`src/hdl/crp_pkg.sv`:
```
`timescale 1ns / 1ps

package crp_pkg;

	localparam logic [1:0] KIND_VICTIM = 2'd0;
	localparam logic [1:0] KIND_PIN    = 2'd1;
	localparam logic [1:0] KIND_UNPIN  = 2'd2;

	typedef enum logic [3:0] {
		ST_CLEAR,
		ST_IDLE,
		ST_LOOKUP,
		ST_SWEEP_START,
		ST_SWEEP,
		ST_REM_PREV,
		ST_REM_NEXT,
		ST_APPEND,
		ST_RESP
	} state_t;

endpackage

```
`src/hdl/clock_replacement_policy.sv`:
```
`timescale 1ns / 1ps

// channel   handshake             payload                                    dir
// request   req_valid, req_stall  kind, frame                                in
// response  rsp_valid, rsp_stall  victim_found, victim_frame, tracked_count  out
//
// one request at a time, every access goes through the single frame memory
// (one write and one registered read per cycle)
// a victim request on an empty set responds without a sweep
// a victim sweep clears the reference bit of each referenced frame it passes and wraps from tail to head
// after reset a clearing pass over every frame entry runs with req_stall high
// a finished response waits in the output register while the next request runs

module clock_replacement_policy
	import crp_pkg::*;
#(
	parameter int NUM_FRAMES = 64
) (
	input  logic       clk,
	input  logic       arst_n,
	input  logic       req_valid,
	output logic       req_stall,
	input  logic [1:0] kind,
	input  logic [5:0] frame,
	output logic       rsp_valid,
	input  logic       rsp_stall,
	output logic       victim_found,
	output logic [5:0] victim_frame,
	output logic [6:0] tracked_count
);

	localparam int FW = (NUM_FRAMES > 1) ? $clog2(NUM_FRAMES) : 1;
	localparam int CW = $clog2(NUM_FRAMES + 1);

	typedef struct packed {
		logic          present;
		logic          refd;
		logic [FW-1:0] nxt;
		logic [FW-1:0] prv;
	} entry_t;

	entry_t        mem [NUM_FRAMES];
	entry_t        rd_q;
	logic          wr_en;
	logic [FW-1:0] wr_addr;
	entry_t        wr_data;
	logic [FW-1:0] rd_addr;

	state_t        state_q, state_d;
	logic [FW-1:0] clr_q, clr_d;
	logic [FW-1:0] head_q, head_d;
	logic [FW-1:0] tail_q, tail_d;
	logic [FW-1:0] hand_q, hand_d;
	logic          past_q, past_d;
	logic [CW-1:0] count_q, count_d;

	logic [1:0]    op_q, op_d;
	logic [FW-1:0] cur_q, cur_d;
	logic          found_q, found_d;
	logic [FW-1:0] victim_q, victim_d;
	entry_t        ent_q, ent_d;
	logic          is_tail_q, is_tail_d;
	logic [FW-1:0] link_q, link_d;

	logic          rsp_valid_q;
	logic          rsp_found_q;
	logic [5:0]    rsp_frame_q;
	logic [6:0]    rsp_count_q;
	logic          load_rsp;
	logic          do_remove;

	logic          in_range;
	logic [FW-1:0] fidx;
	logic [FW-1:0] sweep_addr;

	assign in_range   = 32'(frame) < NUM_FRAMES;
	assign fidx       = FW'(frame);
	assign sweep_addr = past_q ? head_q : hand_q;

	// frame memory
	always_ff @(posedge clk) begin
		if (wr_en) begin
			mem[wr_addr] <= wr_data;
		end
		rd_q <= mem[rd_addr];
	end

	always_ff @(posedge clk or negedge arst_n) begin
		if (!arst_n) begin
			state_q <= ST_CLEAR;
		end else begin
			state_q <= state_d;
		end
	end

	always_ff @(posedge clk or negedge arst_n) begin
		if (!arst_n) begin
			clr_q       <= '0;
			head_q      <= '0;
			tail_q      <= '0;
			hand_q      <= '0;
			past_q      <= 1'b1;
			count_q     <= '0;
			rsp_valid_q <= 1'b0;
		end else begin
			clr_q   <= clr_d;
			head_q  <= head_d;
			tail_q  <= tail_d;
			hand_q  <= hand_d;
			past_q  <= past_d;
			count_q <= count_d;
			if (load_rsp) begin
				rsp_valid_q <= 1'b1;
			end else if (!rsp_stall) begin
				rsp_valid_q <= 1'b0;
			end
		end
	end

	always_ff @(posedge clk) begin
		op_q      <= op_d;
		cur_q     <= cur_d;
		found_q   <= found_d;
		victim_q  <= victim_d;
		ent_q     <= ent_d;
		is_tail_q <= is_tail_d;
		link_q    <= link_d;
		if (load_rsp) begin
			rsp_found_q <= found_q;
			rsp_frame_q <= 6'(victim_q);
			rsp_count_q <= 7'(count_q);
		end
	end

	always_comb begin
		state_d   = state_q;
		clr_d     = clr_q;
		head_d    = head_q;
		tail_d    = tail_q;
		hand_d    = hand_q;
		past_d    = past_q;
		count_d   = count_q;
		op_d      = op_q;
		cur_d     = cur_q;
		found_d   = found_q;
		victim_d  = victim_q;
		ent_d     = ent_q;
		is_tail_d = is_tail_q;
		link_d    = link_q;
		wr_en     = 1'b0;
		wr_addr   = cur_q;
		wr_data   = rd_q;
		rd_addr   = cur_q;
		req_stall = 1'b1;
		load_rsp  = 1'b0;
		do_remove = 1'b0;

		case (state_q)
			ST_CLEAR: begin
				wr_en   = 1'b1;
				wr_addr = clr_q;
				wr_data = '0;
				clr_d   = clr_q + FW'(1);
				if (clr_q == FW'(NUM_FRAMES - 1)) begin
					state_d = ST_IDLE;
				end
			end
			ST_IDLE: begin
				req_stall = 1'b0;
				if (req_valid) begin
					op_d     = kind;
					cur_d    = fidx;
					found_d  = 1'b0;
					victim_d = '0;
					rd_addr  = fidx;
					case (kind)
						KIND_VICTIM: begin
							state_d = (count_q == '0) ? ST_RESP : ST_SWEEP_START;
						end
						KIND_PIN, KIND_UNPIN: begin
							state_d = in_range ? ST_LOOKUP : ST_RESP;
						end
						default: begin
							state_d = ST_RESP;
						end
					endcase
				end
			end
			ST_LOOKUP: begin
				if (op_q == KIND_PIN) begin
					if (rd_q.present) begin
						do_remove = 1'b1;
					end else begin
						state_d = ST_RESP;
					end
				end else if (rd_q.present) begin
					wr_en        = 1'b1;
					wr_data.refd = 1'b1;
					state_d      = ST_RESP;
				end else begin
					wr_en           = 1'b1;
					wr_data         = '0;
					wr_data.present = 1'b1;
					wr_data.refd    = 1'b1;
					tail_d          = cur_q;
					count_d         = count_q + CW'(1);
					if (count_q == '0) begin
						head_d  = cur_q;
						state_d = ST_RESP;
					end else begin
						wr_data.prv = tail_q;
						rd_addr     = tail_q;
						link_d      = tail_q;
						state_d     = ST_APPEND;
					end
				end
			end
			ST_SWEEP_START: begin
				hand_d  = sweep_addr;
				past_d  = 1'b0;
				cur_d   = sweep_addr;
				rd_addr = sweep_addr;
				state_d = ST_SWEEP;
			end
			ST_SWEEP: begin
				if (!rd_q.refd) begin
					found_d   = 1'b1;
					victim_d  = cur_q;
					do_remove = 1'b1;
				end else begin
					wr_en        = 1'b1;
					wr_data.refd = 1'b0;
					if (hand_q == tail_q) begin
						past_d  = 1'b1;
						state_d = ST_SWEEP_START;
					end else begin
						hand_d  = rd_q.nxt;
						cur_d   = rd_q.nxt;
						rd_addr = rd_q.nxt;
					end
				end
			end
			ST_REM_PREV: begin
				wr_en       = 1'b1;
				wr_addr     = ent_q.prv;
				wr_data.nxt = ent_q.nxt;
				if (!is_tail_q) begin
					rd_addr = ent_q.nxt;
					state_d = ST_REM_NEXT;
				end else begin
					state_d = ST_RESP;
				end
			end
			ST_REM_NEXT: begin
				wr_en       = 1'b1;
				wr_addr     = ent_q.nxt;
				wr_data.prv = ent_q.prv;
				state_d     = ST_RESP;
			end
			ST_APPEND: begin
				wr_en       = 1'b1;
				wr_addr     = link_q;
				wr_data.nxt = cur_q;
				state_d     = ST_RESP;
			end
			ST_RESP: begin
				if (!rsp_valid_q || !rsp_stall) begin
					load_rsp = 1'b1;
					state_d  = ST_IDLE;
				end
			end
			default: begin
				state_d = ST_IDLE;
			end
		endcase

		// unlink cur_q, its entry is in rd_q
		if (do_remove) begin
			ent_d     = rd_q;
			is_tail_d = (cur_q == tail_q);
			if (!past_q && hand_q == cur_q) begin
				if (hand_q == tail_q) begin
					past_d = 1'b1;
				end else begin
					hand_d = rd_q.nxt;
				end
			end
			wr_en   = 1'b1;
			wr_addr = cur_q;
			wr_data = '0;
			count_d = count_q - CW'(1);
			if (cur_q == head_q) begin
				head_d = rd_q.nxt;
			end
			if (cur_q == tail_q) begin
				tail_d = rd_q.prv;
			end
			if (cur_q != head_q) begin
				rd_addr = rd_q.prv;
				state_d = ST_REM_PREV;
			end else if (cur_q != tail_q) begin
				rd_addr = rd_q.nxt;
				state_d = ST_REM_NEXT;
			end else begin
				state_d = ST_RESP;
			end
		end
	end

	assign rsp_valid     = rsp_valid_q;
	assign victim_found  = rsp_found_q;
	assign victim_frame  = rsp_frame_q;
	assign tracked_count = rsp_count_q;

endmodule

```
`config.mk`:
```
export PLATFORM = sky130hd
export DESIGN_NAME = clock_replacement_policy
export DESIGN_NICKNAME = d
export VERILOG_FILES = /design/src/hdl/crp_pkg.sv /design/src/hdl/clock_replacement_policy.sv
export SDC_FILE = /design/constraint.sdc
export NUM_CORES = 1
export LEC_CHECK = 0
export BUFFER_PORTS_ARGS = -buffer_cell sky130_fd_sc_hd__buf_4
export CORE_UTILIZATION = 35
export CTS_CLUSTER_DIAMETER = 80
export DETAILED_ROUTE_END_ITERATION = 10
export PLACE_DENSITY = 0.47
export SLEW_MARGIN = 10
export SYNTH_ARGS = -nofsm -noshare
export SYNTH_HDL_FRONTEND = slang
export SYNTH_SLANG_ARGS = --single-unit
```
`constraint.sdc`:
```
create_clock -name clk -period 5.95 [get_ports clk]
set_input_delay 1.19 -clock clk [delete_from_list [all_inputs] [get_ports clk]]
set_output_delay 1.19 -clock clk [all_outputs]
set_load 0.01 [all_outputs]
```
==> results by group <==
Run status
  • Status: complete, no violations

Worst setup path
  • Most common cell on crit path: buf_4
  • Worst r2r dst: rd_q[4]
  • Slowest CP cell: a2111oi_0
  • CP max stage delay: approximately 1.1 ns
  • CP startpoint: state_q[0]
  • R2R Setup Slk: between 0.5 and 0.6 ns
  • Worst EP required: 6.59 ns
  • CP Buf/Inv Count: 4
  • Worst Path Arrival: slightly above 6 ns
  • Worst path depth: 14
  • Depth of the worst register-to-register path: 14
  • Crit Path Max Fanout: 34
  • Critical Path End Type: register
  • Worst reg2reg startpoint: state_q[0]
  • Worst setup SP type: register
  • Crit path cell chain: or4b_4 > clkinv_1 > a32oi_1 > buf_4 > nor2_1 > a221oi_2 > o41a_2 > buf_12 > buf_4 > nand2_1 > a21oi_1 > a211oi_1 > a2111oi_0 > a22o_1
  • CP Class: reg -> reg
  • Worst Setup EP: rd_q[4]
  • Top delay family on crit path: compound AO/OA/AOI/OAI gates

Timing
  • Max Slew Vio Count: 0
  • Final Skew: 0.0313 ns
  • Achievable frequency: 186 MHz
  • Max-slew headroom: between 10% and 20%
  • Fin. Hold Viols: 0
  • Fin crit period: 5.39 ns
  • Actual slew at the worst max-slew pin: approximately 1.3 ns
  • Setup repair after global routing missed its margin: no
  • Finish-stage setup viols: 0
  • Crit share post-route: between 90% and 100%

Synth
  • Post-synth EDFFs: ~940
  • Mux cell area share after synthesis: under 10%
  • Largest area contributor in the netlist: edfxtp_1
  • Area contributors post-synth: edfxtp_1 69%, mux2i_1 6.7%, nand2_1 3.7%
  • Post-synthesis xor/xnor area fraction: 0.749%
  • Post-synth cell types: 89
  • Top cell type's share of synthesized area: between 60% and 70%
  • Post-synthesis register bit count: 995
  • Seq/Total Area, Yosys: 72.2%
  • Compound-Gate Fraction of Synth Area: a little under a tenth
  • Cell count after synthesis: between 2,000 and 3,000
  • Adder-cell share of the synthesized area: 0.293%
  • FFs w/ async S/R, synth: under 10%
  • Syn avg cell area: 14.3 sq um
  • Total nets after synthesis: 2,888
  • Mapped Area: slightly above 0.04 sq mm
  • Commonest cells post-synth: 944 x edfxtp_1, 400 x nand2_1, 276 x mux2i_1
  • Ys Warns: 0
  • Simple-gate share of the synthesized area: under 10%
  • Largest family of logic cells by synthesized area: compound AO/OA/AOI/OAI gates
  • Ys flop type: edfxtp_1
  • Most frequent cell after synthesis: edfxtp_1

Drt
  • Final ANT Viol Nets: 0
  • Drt wl/cell: roughly 28 microns
  • Drt initial violations: roughly 2,700
  • Pre-Repair DR Iteration Count: 8
  • Residual DRC: 0
  • DR vias: 25,600
  • Aggregate routed wire length: about 130,000 microns
  • Via density per instance: ~5.5

Min path
  • Worst Hold Depth: 0
  • Min-Delay Path Class: reg -> reg

Finish
  • Final #Nets: between 3,000 and 4,000
  • Post-route cell area: approximately 0.047 sq mm
  • Ant diodes: 0
  • Synth-to-layout area growth: 16.0%
  • Sequential cell area: roughly 0.030 sq mm
  • Share of cells above drive strength 1: between 10% and 20%
  • Multi-input logic area: 0.0107 sq mm
  • Fill cell count: 10,600

CTS
  • Worst-Skew Late Latency: about 0.7 ns
  • CTS Buffer Depth: 3
  • Post-CTS Hold Fix Bufs: 0
  • Clk slew on worst S/H paths: 0.06 ns
  • CTS sink count: 995
  • # H-tree levels: 3
  • PostCTS Resize Cnt: 0
  • Cts bufs inserted: 106
  • Root Driver: clkbuf_16
  • TritonCTS clock tree: built
  • Post-CTS Repair Setup Buffers: 0

GRT
  • Largest net degree at the start of global routing: between 100 and 150
  • First-pass GRT wire length: 184,000 microns
  • Initial antenna violation count: 7
  • Total Routing Usage GR: a little over a fifth
  • Gr ovfl total: 0
  • Vias in the first global route: 25,000

Floorplanning
  • I/O Pins: 28
  • Die Span X: about 340 microns
  • Vert. Die Dim: 344 microns
  • Core ar.: between 0.1 and 0.15 sq mm
  • # rows: around 130
  • Die Area: roughly 0.12 sq mm
  • Initial Util: between 30% and 40%

Placement
  • Post-detail-place hpwl: around 83,000 microns
  • IO buf count: 27
  • Final Wtd Congestion: 0.935
  • Area of placed instances: between 0.04 and 0.05 sq mm

Run
  • Max-cap viol count: 0
-- per-layer routing --
metal	part of all wire (%)	wire, microns	vias up	global-route usage (%)
li1	-	-	11300	-
met1	44	56800	13200	30.0
met2	47	61400	967	35.2
met3	6.6	8540	188	3.69
met4	2.6	3400	4	6.44
met5	0.021	27	-	0
-- state kept, by name, summed over array words and instances (netlist names) --
signal         count
found_q            1
tail_q             6
past_q             1
link_q             6
mem              896
rsp_valid          1
victim_q           6
rd_q              14
ent_q             12
cur_q              6
clr_q              6
head_q             6
victim_found       1
is_tail_q          1
hand_q             6
count_q            7
op_q               2
tracked_count      7
state_q            4
victim_frame       6
-- cell usage in the layout (no fill, tap or decap), drive strengths merged, types with 9 or more instances in the layout --
cell / count
a2111oi: 26
a211oi: 64
a21oi: 149
a222oi: 9
a22o: 14
a311oi: 14
a32oi: 15
and2: 10
buf: 224
bufinv: 11
clkbuf: 143
clkinv: 30
dfrtp: 36
dfxtp: 14
edfxtp: 944
inv: 35
mux2i: 276
nand2: 401
nand3: 20
nand4: 77
nor2: 234
nor3: 11
o2111ai: 15
o21ai: 94
o221ai: 13
o22ai: 55
o2bb2ai: 27
xnor2: 25
xor2: 10
-- cell type report --
cell class	count	share of cell area, %
Sequential cell	995	62.2
Inverter	30	0.237
Clock buffer	143	5.94
Timing Repair Buffer	224	3.93
Tap cell	1524	4.01
Clock inverter	50	1.21
Multi-Input combinational cell	1671	22.5
-- metrics by stage --
stage	setup slack, ns	utilization (%)	TNS [ns]	std cells	hold slack (ns)
after CTS	0.554	40.9	0	4637	0.421
after detailed placement	0.445	38.0	0	4444	0.407
after global placement	-0.162	38.0	-0.162	4443	0.400
final	0.559	40.9	0	4637	0.420
after floorplan	1.40	-	0	2867	0.400
after global routing	0.308	40.9	0	4637	0.426
-- worst register-to-register path, cell delays in order, from the launching register on --
cell and delay (ns):
dfrtp_1 0.61, or4b_4 0.31, clkinv_1 0.10, a32oi_1 0.62, buf_4 0.29, nor2_1 0.06, a221oi_2 0.37, o41a_2 0.31
buf_12 0.26, buf_4 0.43, nand2_1 0.11, a21oi_1 0.31, a211oi_1 0.17, a2111oi_0 1.10, a22o_1 0.30
-- cells by family after synthesis --
| family | after synthesis |
|---|---|
| xor+xnor | 35 |
| flops | 995 |
| buf+inv | 201 |
| mux | 278 |
| simple gates | 796 |
| fa+ha+maj | 9 |
| compound gates | 553 |
-- worst min path at each step --
stage                           end   startpoint
floorplan              victim_found      found_q
finish              victim_frame[3]  victim_q[3]
detailed placement  victim_frame[3]  victim_q[3]
global route        victim_frame[4]  victim_q[4]
CTS                 victim_frame[3]  victim_q[3]
global placement    victim_frame[4]  victim_q[4]
Power is left out: the tool's default activity adds up to more than one toggle a clock period on the data nets, which glitch-free logic cannot reach.
